### src/hw/rtl/fbtt_pkg.sv
// Shared constants and types of the frame budget task throttle.
package fbtt_pkg;

  localparam int QUEUE_DEPTH = 16;
  localparam int PTR_W       = (QUEUE_DEPTH > 1) ? $clog2(QUEUE_DEPTH) : 1;
  localparam int FILL_W      = $clog2(QUEUE_DEPTH + 1);

  localparam logic [7:0] BUDGET_RESET    = 8'd8;
  localparam logic [7:0] FRAME_LEN_RESET = 8'd16;

  localparam logic [1:0] REQ_COMPLETE = 2'd0;
  localparam logic [1:0] REQ_TICK     = 2'd1;
  localparam logic [1:0] REQ_CHECK    = 2'd2;
  localparam logic [1:0] REQ_ENABLE   = 2'd3;

  localparam logic [1:0] ACT_RUN     = 2'd0;
  localparam logic [1:0] ACT_DEFER   = 2'd1;
  localparam logic [1:0] ACT_RELEASE = 2'd2;
  localparam logic [1:0] ACT_DROP    = 2'd3;

  localparam logic [1:0] CFG_BUDGET    = 2'd0;
  localparam logic [1:0] CFG_FRAME_LEN = 2'd1;

  typedef struct packed {
    logic push;
    logic pop;
  } fifo_ctl_t;

endpackage

### src/hw/rtl/fbtt_fifo.sv
// Deferral queue: id storage with head/tail pointers and fill count.
module fbtt_fifo import fbtt_pkg::*; (
  input  logic              clk,
  input  logic              rst,
  input  fifo_ctl_t         ctl,
  input  logic [7:0]        push_data,
  output logic [7:0]        pop_data,
  output logic [FILL_W-1:0] fill
);

  logic [7:0]       mem [QUEUE_DEPTH];
  logic [PTR_W-1:0] head;
  logic [PTR_W-1:0] tail;

  function automatic logic [PTR_W-1:0] wrap_inc(input logic [PTR_W-1:0] p);
    return (p == PTR_W'(QUEUE_DEPTH - 1)) ? '0 : p + 1'b1;
  endfunction

  always_ff @(posedge clk) begin
    if (ctl.push) begin
      mem[tail] <= push_data;
    end
    if (ctl.pop) begin
      pop_data <= mem[head];
    end
  end

  always_ff @(posedge clk) begin
    if (rst) begin
      head <= '0;
      tail <= '0;
      fill <= '0;
    end else begin
      if (ctl.push) begin
        tail <= wrap_inc(tail);
      end
      if (ctl.pop) begin
        head <= wrap_inc(head);
      end
      // push and pop never share a cycle
      if (ctl.push) begin
        fill <= fill + 1'b1;
      end else if (ctl.pop) begin
        fill <= fill - 1'b1;
      end
    end
  end

endmodule

### src/hw/rtl/frame_budget_task_throttle.sv
// Frame budget task throttle: per-frame rate limiter with a deferral queue.
//
//  channel  | handshake              | payload
//  ---------+------------------------+-----------------------------------------
//  request  | start / busy           | req_type, task_id, enable_value
//  result   | result_valid (strobe)  | out_task, action, frame_count, last_of_run
//  config   | cfg_valid / cfg_ready  | cfg_index, cfg_data
//
// A tick, a check with no boundary or a disabled completion ends in S_EVAL; an
// enabled completion goes on to S_TAIL, through S_RD first if it crosses a
// boundary; a crossing check or a disable goes on to S_RD. Each released id
// passes S_RD then S_EMIT (one queue read port, registered data). All results
// are registered. Reset is synchronous; the queue needs no clearing pass.
// The receiver cannot stall; cfg_ready is always high.
module frame_budget_task_throttle import fbtt_pkg::*; (
  input  logic       clk,
  input  logic       rst,
  input  logic       start,
  output logic       busy,
  input  logic [1:0] req_type,
  input  logic [7:0] task_id,
  input  logic       enable_value,
  output logic       result_valid,
  output logic [7:0] out_task,
  output logic [1:0] action,
  output logic [7:0] frame_count,
  output logic       last_of_run,
  input  logic       cfg_valid,
  output logic       cfg_ready,
  input  logic [1:0] cfg_index,
  input  logic [7:0] cfg_data
);

  localparam logic [2:0] S_IDLE = 3'd0;
  localparam logic [2:0] S_EVAL = 3'd1;
  localparam logic [2:0] S_RD   = 3'd2;
  localparam logic [2:0] S_EMIT = 3'd3;
  localparam logic [2:0] S_TAIL = 3'd4;

  logic [2:0]  state;
  logic [7:0]  budget;
  logic [7:0]  frame_len;
  logic        enabled;
  logic [7:0]  count;
  logic [15:0] ticks;
  logic [1:0]  req;
  logic [7:0]  task_q;
  logic        en_q;
  logic [7:0]  limit;
  logic [7:0]  done;
  logic        counting;
  logic        tail_op;

  fifo_ctl_t         fctl;
  logic [7:0]        pop_data;
  logic [FILL_W-1:0] fill;
  logic              boundary;
  logic              can_rel;
  logic              has_room;

  assign cfg_ready = 1'b1;
  assign busy      = (state != S_IDLE);
  assign boundary  = (ticks >= {8'd0, frame_len});
  assign can_rel   = (fill != '0) && (done < limit);
  assign has_room  = (fill < FILL_W'(QUEUE_DEPTH));

  always_comb begin
    fctl.pop  = (state == S_RD) && can_rel;
    fctl.push = (state == S_TAIL) && !(count < budget) && has_room;
  end

  fbtt_fifo u_fifo (
    .clk       (clk),
    .rst       (rst),
    .ctl       (fctl),
    .push_data (task_q),
    .pop_data  (pop_data),
    .fill      (fill)
  );

  always_ff @(posedge clk) begin
    if (rst) begin
      budget    <= BUDGET_RESET;
      frame_len <= FRAME_LEN_RESET;
    end else if (cfg_valid && cfg_ready) begin
      unique case (cfg_index)
        CFG_BUDGET:    budget    <= cfg_data;
        CFG_FRAME_LEN: frame_len <= cfg_data;
        default: ;
      endcase
    end
  end

  always_ff @(posedge clk) begin
    if (rst) begin
      state        <= S_IDLE;
      enabled      <= 1'b1;
      count        <= '0;
      ticks        <= '0;
      result_valid <= 1'b0;
    end else begin
      result_valid <= 1'b0;
      unique case (state)
        S_IDLE: begin
          if (start) begin
            req    <= req_type;
            task_q <= task_id;
            en_q   <= enable_value;
            done   <= '0;
            state  <= S_EVAL;
          end
        end
        S_EVAL: begin
          state <= S_IDLE;
          unique case (req)
            REQ_COMPLETE: begin
              if (!enabled) begin
                result_valid <= 1'b1;
                out_task     <= task_q;
                action       <= ACT_RUN;
                frame_count  <= count;
                last_of_run  <= 1'b1;
              end else if (boundary) begin
                count    <= '0;
                ticks    <= '0;
                limit    <= budget >> 1;
                counting <= 1'b1;
                tail_op  <= 1'b1;
                state    <= S_RD;
              end else begin
                state <= S_TAIL;
              end
            end
            REQ_TICK: begin
              if (ticks != 16'hFFFF) begin
                ticks <= ticks + 1'b1;
              end
            end
            REQ_CHECK: begin
              if (boundary) begin
                count    <= '0;
                ticks    <= '0;
                limit    <= budget;
                counting <= 1'b1;
                tail_op  <= 1'b0;
                state    <= S_RD;
              end
            end
            REQ_ENABLE: begin
              if (en_q != enabled) begin
                enabled <= en_q;
                if (en_q) begin
                  count <= '0;
                  ticks <= '0;
                end else begin
                  limit    <= 8'(QUEUE_DEPTH);
                  counting <= 1'b0;
                  tail_op  <= 1'b0;
                  state    <= S_RD;
                end
              end
            end
            default: ;
          endcase
        end
        S_RD: begin
          if (can_rel) begin
            done <= done + 1'b1;
            if (counting && count != 8'hFF) begin
              count <= count + 1'b1;
            end
            state <= S_EMIT;
          end else if (tail_op) begin
            state <= S_TAIL;
          end else begin
            state <= S_IDLE;
          end
        end
        S_EMIT: begin
          // fill and done already reflect this pop
          result_valid <= 1'b1;
          out_task     <= pop_data;
          action       <= ACT_RELEASE;
          frame_count  <= count;
          last_of_run  <= !tail_op && !can_rel;
          state        <= S_RD;
        end
        S_TAIL: begin
          result_valid <= 1'b1;
          out_task     <= task_q;
          last_of_run  <= 1'b1;
          if (count < budget) begin
            count       <= count + 1'b1;
            frame_count <= count + 1'b1;
            action      <= ACT_RUN;
          end else begin
            frame_count <= count;
            action      <= has_room ? ACT_DEFER : ACT_DROP;
          end
          state <= S_IDLE;
        end
        default: state <= S_IDLE;
      endcase
    end
  end

endmodule

### config.mk
export PLATFORM = sky130hd
export DESIGN_NAME = frame_budget_task_throttle
export DESIGN_NICKNAME = d
export VERILOG_FILES = /design/src/hw/rtl/fbtt_pkg.sv /design/src/hw/rtl/fbtt_fifo.sv /design/src/hw/rtl/frame_budget_task_throttle.sv
export SDC_FILE = /design/constraint.sdc
export NUM_CORES = 1
export LEC_CHECK = 0
export ABC_AREA = 1
export BUFFER_PORTS_ARGS = -buffer_cell sky130_fd_sc_hd__buf_4
export CAP_MARGIN = 20
export CORE_ASPECT_RATIO = 1.25
export CORE_UTILIZATION = 40
export DETAILED_ROUTE_END_ITERATION = 10
export SLEW_MARGIN = 10
export SYNTH_ARGS = -nofsm -noshare
export SYNTH_HDL_FRONTEND = slang
export SYNTH_SLANG_ARGS = --single-unit
### constraint.sdc
create_clock -name clk -period 2.55 [get_ports clk]
set_input_delay 0.255 -clock clk [delete_from_list [all_inputs] [get_ports clk]]
set_output_delay 0.255 -clock clk [all_outputs]
set_load 0.01 [all_outputs]
==> impl_metrics.tcl, run 1 <==
set metrics [dict create \
    status "completed" \
    routedWlPerCell_um 16.5 \
    drcViolationCount 0 \
    area_growth_pct 16.2 \
    ff2ff_setup_slack_ns 0.25 \
    yosysMostFrequentCell "edfxtp_1" \
    fin_setup_tns_ns 0 \
    ant_nets 0 \
    vdd_ir_drop_max_mv 0.501 \
    drt_iter0_markers 416 \
    vias_per_cell 5.13 \
    fp.dieH_um 188 \
    die_area_um2 28400 \
    slew_violations 0 \
    dp.cells 1462 \
    rsz0062_at_grt "no" \
    pin_count 47 \
    post-route-util_pct 47.7 \
    clkSinkCount 242 \
    synthTopCellsByCount "edfxtp_1 (184), nor2_1 (169), nand2_1 (160), inv_1 (80), o21ai_0 (78)" \
    ys_ff_latch 242 \
    synth.yosys.seq_area_share_pct 60.3 \
    n_antenna_cell 0 \
    crit_buf_inv 1 \
    hold_path_depth 3 \
    crit_type "register to register" \
    overflow 0 \
    hp-start "cfg_data[1]" \
    final-instance-count-excl-fill 1521 \
    slowest_stage "ha_1" \
    synth.top_cell.area_share_pct 49.9 \
    finalHoldViolations 0 \
    route.vias.total 7799 \
    dr.pass1.iters 5 \
    crit_family "compound AO/OA/AOI/OAI gates" \
    gp_congestion 0.821 \
    hold_class "primary input to register" \
    root_buffer "clkbuf_16" \
    cts_setup_buffers 0 \
    worst_setup_path_start_kind "register" \
    leakage_nw 4.78 \
    start_util_pct 41.1 \
    cp_slowest_stage_delay_ns 0.36 \
    crit_required_ns 2.99 \
    grt_pass1_vias 7629 \
    maxCapViolCount 0 \
    power_density_nw_per_um2 651 \
    layout.nets 1218 \
    ys_async_sr_fraction_pct 0 \
    cts_buffers 25 \
    cpMostUsedCell "nand2_1" \
    yosys.area_share.simple_pct 17.6 \
    clock.fmax_mhz 436 \
    synth_edf_count 184 \
    period_share_pct 90.0 \
    synth-adder-area-share_pct 4.02 \
    grt_pass1_wl_mm 40.2 \
    syn_nets 1136 \
    crit_path_cell_trace "inv_1 > ha_1 > nand2_1 > o21a_1 > nand2_4 > nand3_4 > ha_1 > a21o_1 > a31oi_1 > nand3_1 > nand2_1 > nand2_1 > a21oi_1" \
    cts_max_level 1 \
    yosysWarnings 0 \
    grt_antenna_before_repair 0 \
    yosysTopAreaCell "edfxtp_1" \
    end_kind "register" \
    tightest_slew_ns 0.793 \
    ys.flop_type "edfxtp_1" \
    num_rows 67 \
    ctsResizeCount 0 \
    synth-xor-area-share_pct 1.82 \
    clk_latency_ns 0.52 \
    arrival_ns 2.74 \
    max_slew_margin_pct 47.1 \
    cts.path.max_buffers 3 \
    synth_top_family_by_area "simple AND/OR/NAND/NOR gates" \
    synth.area.top_cells "edfxtp_1 (50%), dfxtp_1 (10%), nor2_1 (5.7%), nand2_1 (5.4%), ha_1 (3.8%)" \
    synthCells 1076 \
    drive_gt1_share_pct 13.9 \
    synth.distinct_cells 45 \
    synth_area_um2 11100 \
    hpwl_mm 17.3 \
    synth_area_per_cell_um2 10.3 \
    grt_usage_pct 18.3 \
    path_max_fanout 4 \
    muxShareOfSynthArea_pct 1.26 \
    worstRegToRegCells 13 \
    grt_max_degree 36 \
    numPortBuffers 45 \
    routed_wirelength_mm 25.1 \
    period_minus_slack_ns 2.30 \
    timing.rr.end "u_fifo.fill[4]" \
    coreArea_um2 27000 \
    path_clk_slew_ns 0.06 \
    worstHoldEndpoint "frame_len[1]" \
    synth-compound-area-share_pct 10.1 \
    clock_skew_ns 0.0131 \
    cts_tree "done" \
    dieWidth_um 151 \
    setup_viol 0 \
    r2r-start "budget[7]" \
]
## worst max-delay path by stage
stage	start	slack, ns	depth (start not counted)	to
floorplan	budget[7]	0.20	15	u_fifo.fill[4]
global placement	budget[7]	0.33	14	u_fifo.fill[4]
detailed placement	budget[7]	0.28	14	u_fifo.fill[4]
CTS	budget[7]	0.26	13	u_fifo.fill[4]
global route	budget[7]	0.06	13	u_fifo.fill[4]
finish	budget[7]	0.25	13	u_fifo.fill[4]
## placed cells by master, fill, tap and decap left out, types with 18 or more instances in the layout
master,count
edfxtp_1,184
nor2_1,169
nand2_1,160
buf_4,81
inv_1,80
o21ai_0,78
nand3_1,75
dfxtp_1,56
a21oi_1,46
ha_1,34
clkbuf_16,25
xor2_1,20
o32ai_1,18
## metal layers
metal / global-route usage, % / up-vias / wire [um]
met4: 6.31 / 0 / 603
li1: - / 3908 / -
met1: 22.7 / 3717 / 10800
met5: 0 / - / 0
met2: 32.6 / 139 / 12900
met3: 1.90 / 35 / 768
## cell type report
cell class / count / area, um2
repair buffers: 95 / 748
fillers: 2535 / 14100
clock buffers: 32 / 682
inverters: 90 / 338
well taps: 345 / 432
multi-input cells: 704 / 3870
flip-flops and latches: 242 / 6690
clock inverters: 13 / 120
## worst min-delay path: cells and delay by family
kind            cells  cell delay, ns
compound gates      2            0.19
buf+inv             1            0.08
## state kept, by name (all words and copies together) (netlist names), 5 cells and up
signal	cells
ticks	16
budget	8
task_q	8
limit	8
out_task	8
u_fifo.mem	128
count	8
u_fifo.fill	5
u_fifo.pop_data	8
frame_count	8
frame_len	8
done	8
## per-stage QoR
stage	instance area, um2	power (mW)	worst slack (ns)	hold slack, ns
2_1_floorplan	11100	4.72	0.200	0.354
5_1_grt	12900	8.67	0.0626	0.0489
3_3_place_gp	11900	4.88	0.335	0.434
4_1_cts	12900	8.47	0.263	0.0283
6_report	12900	8.39	0.255	0.0373
3_5_place_dp	11900	4.89	0.281	0.434
## logic make-up (layout without fill, tap and decap cells)
group	after synthesis	in the layout
XOR/XNOR	23	23
multiplexers	14	14
other	1	1
AND/OR/NAND/NOR	446	446
flip-flops	242	242
AO/OA/AOI/OAI	185	185
buffers and inverters	130	230
adder cells (fa/ha/maj)	35	35
## repair_timing
| item | CTS | global route |
|---|---|---|
| hold buffers | 14 | 0 |
| setup endpoints to repair | 0 | 0 |
| hold endpoints to repair | 15 | 0 |
## power breakdown
part,internal [mW],total [mW],leakage (nW),switching [mW]
combinational,0.174,0.457,2.26,0.283
sequential,4.29,4.36,2.14,0.0743
clock,2.09,3.57,0.391,1.48
total,6.55,8.39,4.78,1.84
Note: power is estimated with default switching activity, not from simulation.
==> run 2, diff against run 1 <==
Settings changed: CORE_ASPECT_RATIO 1.25 to 2.
==> run 2 against run 1 <==
Sequential share of layout area shrank 0.056 points; global-route usage grew 1.4 points; wire length grew 8.6%; via count grew 1.8%; combinational power grew 4%; setup slack lost 0.054 ns; critical path depth is the same; largest power group unchanged; core utilization shrank 0.17 points; highest routed layer unchanged; register-to-register slack lost 0.05 ns.
==> impl_metrics.tcl, run 2 (same netlist as run 1, synthesis figures left out) <==
set metrics [dict create \
    cts_tree "done" \
    die_area_um2 28400 \
    slew_violations 0 \
    crit_type "register to register" \
    regArea_um2 6690 \
    route.vias.total 7942 \
    largest_register_ffs 128 \
    numPortBuffers 45 \
    path_clk_slew_ns 0.07 \
    period_minus_slack_ns 2.35 \
    dr.pass1.iters 5 \
    vias_per_cell 5.21 \
    tightest_slew_ns 0.784 \
    fin_setup_tns_ns 0 \
    leakage_nw 4.79 \
    ant_nets 0 \
    layout.nets 1220 \
    n_antenna_cell 0 \
    routed_wirelength_mm 27.3 \
    drt_iter0_markers 401 \
    grt_pass1_vias 7896 \
    gp_congestion 0.870 \
    ctsResizeCount 0 \
    dieWidth_um 120 \
    grt_antenna_before_repair 0 \
    clock.fmax_mhz 426 \
    worst_setup_path_start_kind "register" \
    cts_buffers 22 \
    final_cell_mix "edfxtp_1 (184), nor2_1 (169), nand2_1 (160), buf_4 (83), inv_1 (80)" \
    max_slew_margin_pct 47.7 \
    arrival_ns 2.81 \
    worstRegToRegCells 13 \
    root_buffer "clkbuf_16" \
    drive_gt1_share_pct 13.8 \
    drcViolationCount 0 \
    crit_cells 13 \
    slowest_stage "ha_1" \
    grt_pass1_wl_mm 42.2 \
    coreArea_um2 27100 \
    crit_path_cell_trace "inv_1 > ha_1 > a21oi_1 > o21a_1 > nand2_4 > nand3_4 > ha_1 > a21o_1 > a31oi_1 > nand3_1 > nand2_1 > nand2_1 > a21oi_1" \
    power_density_nw_per_um2 641 \
    top_regs "u_fifo.mem (128), ticks (16)" \
    maxCapViolCount 0 \
    clk_latency_ns 0.53 \
    cts.path.max_buffers 3 \
    period_share_pct 92.1 \
    vdd_ir_drop_max_mv 0.501 \
    clock_skew_ns 0.0253 \
    grt_max_degree 51 \
    area_growth_pct 16.3 \
    hold_class "primary input to register" \
    num_rows 85 \
    top_register "u_fifo.mem" \
    layout_commonest_cell "edfxtp_1" \
    crit_buf_inv 1 \
    setup_viol 0 \
    rsz0062_at_grt "no" \
    cts_max_level 1 \
    clkSinkCount 242 \
    hold_path_depth 3 \
    status "completed" \
    pin_count 47 \
    cp_slowest_stage_delay_ns 0.35 \
    path_max_fanout 4 \
    end_kind "register" \
    hpwl_mm 19.6 \
    crit_required_ns 3.01 \
    grt_usage_pct 19.6 \
    crit_family "compound AO/OA/AOI/OAI gates" \
    hold_ws_ns 0.0389 \
    multi_input_area_um2 3870 \
    overflow 0 \
    finalHoldViolations 0 \
    routedWlPerCell_um 17.9 \
    fp.dieH_um 237 \
    start_util_pct 40.9 \
    nFillCells 2551 \
]
-- run 2: changes by cell type in the layout (fill, tap and decap cells not counted) --
cell        previous run  this run
clkinv_4               3         0
clkbuf_8               3         2
clkinv_1               9         8
clkbuf_1               4         5
bufinv_16              2         3
buf_4                 81        83
buf_12                 0         3
clkinvlp_2             1         0
clkbuf_16             25        23
-- run 2: through the flow --
step	util (%)	cells	power (mW)	worst slack, ns	area, um2
global placement	44.3	1470	4.89	0.288	12000
global route	47.5	1523	8.55	0.0303	12900
detailed placement	44.3	1470	4.90	0.233	12000
floorplan	-	1076	4.72	0.200	11100
finish	47.5	1523	8.26	0.201	12900
CTS	47.5	1523	8.34	0.227	12900
-- run 2: path summary, 6_finish.rpt --
| kind | startpoint | endpoint | slack [ns] |
|---|---|---|---|
| max | budget[5] | u_fifo.fill[4] | 0.20 |
| min | cfg_data[6] | budget[6] | 0.04 |
| max reg2reg | budget[5] | u_fifo.fill[4] | 0.20 |
| min reg2reg | frame_len[5] | frame_len[5] | 0.47 |
-- run 2: cell type report --
class | instances | area share [%]
multi-input combinational | 704 | 30.0
timing repair buffer | 100 | 6.39
clock buffer | 30 | 4.82
tap | 348 | 3.38
clock inverter | 9 | 0.893
inverter | 90 | 2.62
sequential | 242 | 51.9
-- run 2: metal layers --
metal  vias up  track usage (%)  part of all wire [%]
met2       197             38.4                    55
met4         0             13.1                   6.3
li1       3905                -                     -
met3        74             2.14                   3.3
met1      3766             18.7                    35
met5         -                0                     0
-- run 2: worst register-to-register path: stages, from the launching register on --
cell	delay (ns)
dfxtp_1	0.31
inv_1	0.08
ha_1	0.32
a21oi_1	0.07
o21a_1	0.21
nand2_4	0.10
nand3_4	0.09
ha_1	0.35
a21o_1	0.19
a31oi_1	0.22
nand3_1	0.11
nand2_1	0.07
nand2_1	0.04
a21oi_1	0.12
-- run 2: what timing repair did --
| action | in CTS | in global routing |
|---|---|---|
| setup buffers | 0 | 0 |
| hold endpoints to repair | 15 | 0 |
| hold buffers | 14 | 0 |
-- run 2: report_power, final --
| group | internal (mW) | switching, mW |
|---|---|---|
| clock network | 2.01 | 1.43 |
| logic | 0.179 | 0.295 |
| registers | 4.29 | 0.0710 |
| total | 6.47 | 1.79 |
==> run 3, diff against run 2 <==
Settings changed: CORE_UTILIZATION 40 to 55, PLACE_DENSITY set to 0.75.
Clock period 2.55 ns to 2.1 ns, I/O delays scaled along.
==> run 3 against run 2 <==
The flow now finishes with violations (setup timing); final area rose by 3.8%; total power rose by 23%; wire length rose by 0.24%; clock skew fell by 0.0090 ns; fmax rose by 7.8%; clock power rose by 23%; register-to-register slack got worse by 0.28 ns.
==> impl_metrics.tcl, run 3 (same netlist as run 1, synthesis figures left out) <==
set metrics [dict create \
    nFillCells 1468 \
    design_area_um2 13400 \
    top_regs "u_fifo.mem (128), ticks (16)" \
    dpl_cell_area_um2 12300 \
    cp_slowest_stage_delay_ns 0.32 \
    final-instance-count-excl-fill 1476 \
    period_minus_slack_ns 2.18 \
    grt_antenna_before_repair 0 \
    start_util_pct 55.9 \
    path_max_fanout 5 \
    drive_gt1_share_pct 20.8 \
    grt_pass1_wl_mm 42.8 \
    dieWidth_um 102 \
    fp.dieH_um 203 \
    violations "setup timing" \
    grt_pass1_vias 8407 \
    crit_type "register to register" \
    cts_tree "done" \
    end_kind "register" \
    clock.fmax_mhz 459 \
    cpMostUsedCell "nand2_1" \
    grt_usage_pct 27.7 \
    rsz0062_at_grt "yes" \
    tightest_slew_ns 0.790 \
    period_share_pct 104 \
    finalHoldViolations 0 \
    cts_max_level 1 \
    hpwl_mm 19.4 \
    gp_congestion 0.925 \
    leakage_nw 5.03 \
    cts_buffers 21 \
    routedWlPerCell_um 18.5 \
    ant_nets 0 \
    status "finished, violations left" \
    final_cell_mix "edfxtp_1 (184), nor2_1 (163), nand2_1 (150), buf_4 (118), o21ai_0 (78)" \
    vdd_ir_drop_max_mv 0.789 \
    routed_wirelength_mm 27.4 \
    layout_commonest_cell "edfxtp_1" \
    hold_class "primary input to register" \
    grt_max_degree 42 \
    crit_required_ns 2.48 \
    regArea_um2 6700 \
    vias_per_cell 5.59 \
    power_density_nw_per_um2 760 \
    pin_count 47 \
    clkSinkCount 242 \
    hold_ws_ns 0.00983 \
    dp.cells 1420 \
    root_buffer "clkbuf_16" \
    cts.path.max_buffers 3 \
    largest_register_ffs 128 \
    setup_viol 17 \
    slowest_stage "dfxtp_2" \
    arrival_ns 2.56 \
    clk_latency_ns 0.50 \
    n_antenna_cell 0 \
    coreArea_um2 19800 \
    multi_input_area_um2 4120 \
    maxCapViolCount 0 \
    drcViolationCount 0 \
    dr.pass1.iters 6 \
    numPortBuffers 45 \
    worst_setup_path_start_kind "register" \
    layout.nets 1260 \
    die_area_um2 20800 \
    area_growth_pct 20.8 \
    max_slew_margin_pct 47.3 \
    top_register "u_fifo.mem" \
    overflow 0 \
    slew_violations 0 \
    path_clk_slew_ns 0.07 \
    num_rows 73 \
    total_power_mw 10.2 \
    layout_setup_ws_ns -0.0788 \
    route.vias.total 8245 \
    drt_iter0_markers 551 \
    crit_path_cell_trace "inv_2 > ha_4 > nand2_2 > nand2_1 > nand2_1 > nand2_2 > nand2_4 > nand2_8 > nand3_4 > ha_4 > a21o_1 > a31oi_4 > inv_1 > nand2_1 > nand2_1 > nand2_1 > a21oi_1" \
    clock_skew_ns 0.0162 \
]
run 3: layer usage:
layer  track usage (%)  vias to the layer above  wire length (um)
met4              18.6                        0              1950
met5                 0                        -                 0
met1              26.1                     3911              8990
met3              3.17                      100               995
met2              53.3                      249             15400
li1                  -                     3985                 -
run 3: final timing paths:
path                  startpoint              to  slack [ns]  depth (start not counted)
setup reg to reg       budget[1]  u_fifo.fill[4]       -0.08                         17
hold / removal       cfg_data[6]       budget[6]        0.01                          3
setup / recovery       budget[1]  u_fifo.fill[4]       -0.08                         17
hold reg to reg   u_fifo.fill[4]  u_fifo.fill[4]        0.46                          2
run 3: timing repair:
| item | CTS | global route |
|---|---|---|
| pin swaps | 8 | 20 |
| hold buffers | 15 | 0 |
| buffers inserted | 0 | 4 |
| resized for setup | 6 | 39 |
| hold endpoints to repair | 17 | 0 |
| setup endpoints to repair | 2 | 165 |
run 3: area by class of cell:
| cell class | count | area share, % |
|---|---|---|
| sequential | 242 | 50.0 |
| inverter | 90 | 2.59 |
| timing repair buffer | 141 | 8.61 |
| tap | 262 | 2.45 |
| clock inverter | 12 | 1.45 |
| clock buffer | 25 | 4.11 |
| multi-input combinational | 704 | 30.8 |
run 3: stage by stage:
step                      setup WS, ns  setup TNS, ns  utilization (%)
after floorplan                -0.0402          -4.86                -
after global placement         -0.0188        -0.0292             62.0
after detailed placement       -0.0663         -0.122             62.0
after CTS                      -0.0238        -0.0337             66.7
after global routing            -0.191          -7.86             67.5
final                          -0.0788         -0.505             67.5
run 3: worst max-delay path: cells and delay by family, from the launching register on:
family,cells,cell delay (ns)
AND/OR/NAND/NOR,10,0.70
flip-flops,1,0.32
buffers and inverters,2,0.09
AO/OA/AOI/OAI,3,0.42
adder cells (fa/ha/maj),2,0.53
run 3: report_power, final:
part	total, mW	internal (mW)	leakage (nW)	switching, mW
combinational	0.671	0.275	2.54	0.395
clock	4.21	2.50	0.359	1.71
sequential	5.29	5.20	2.14	0.0882
total	10.2	7.98	5.03	2.20
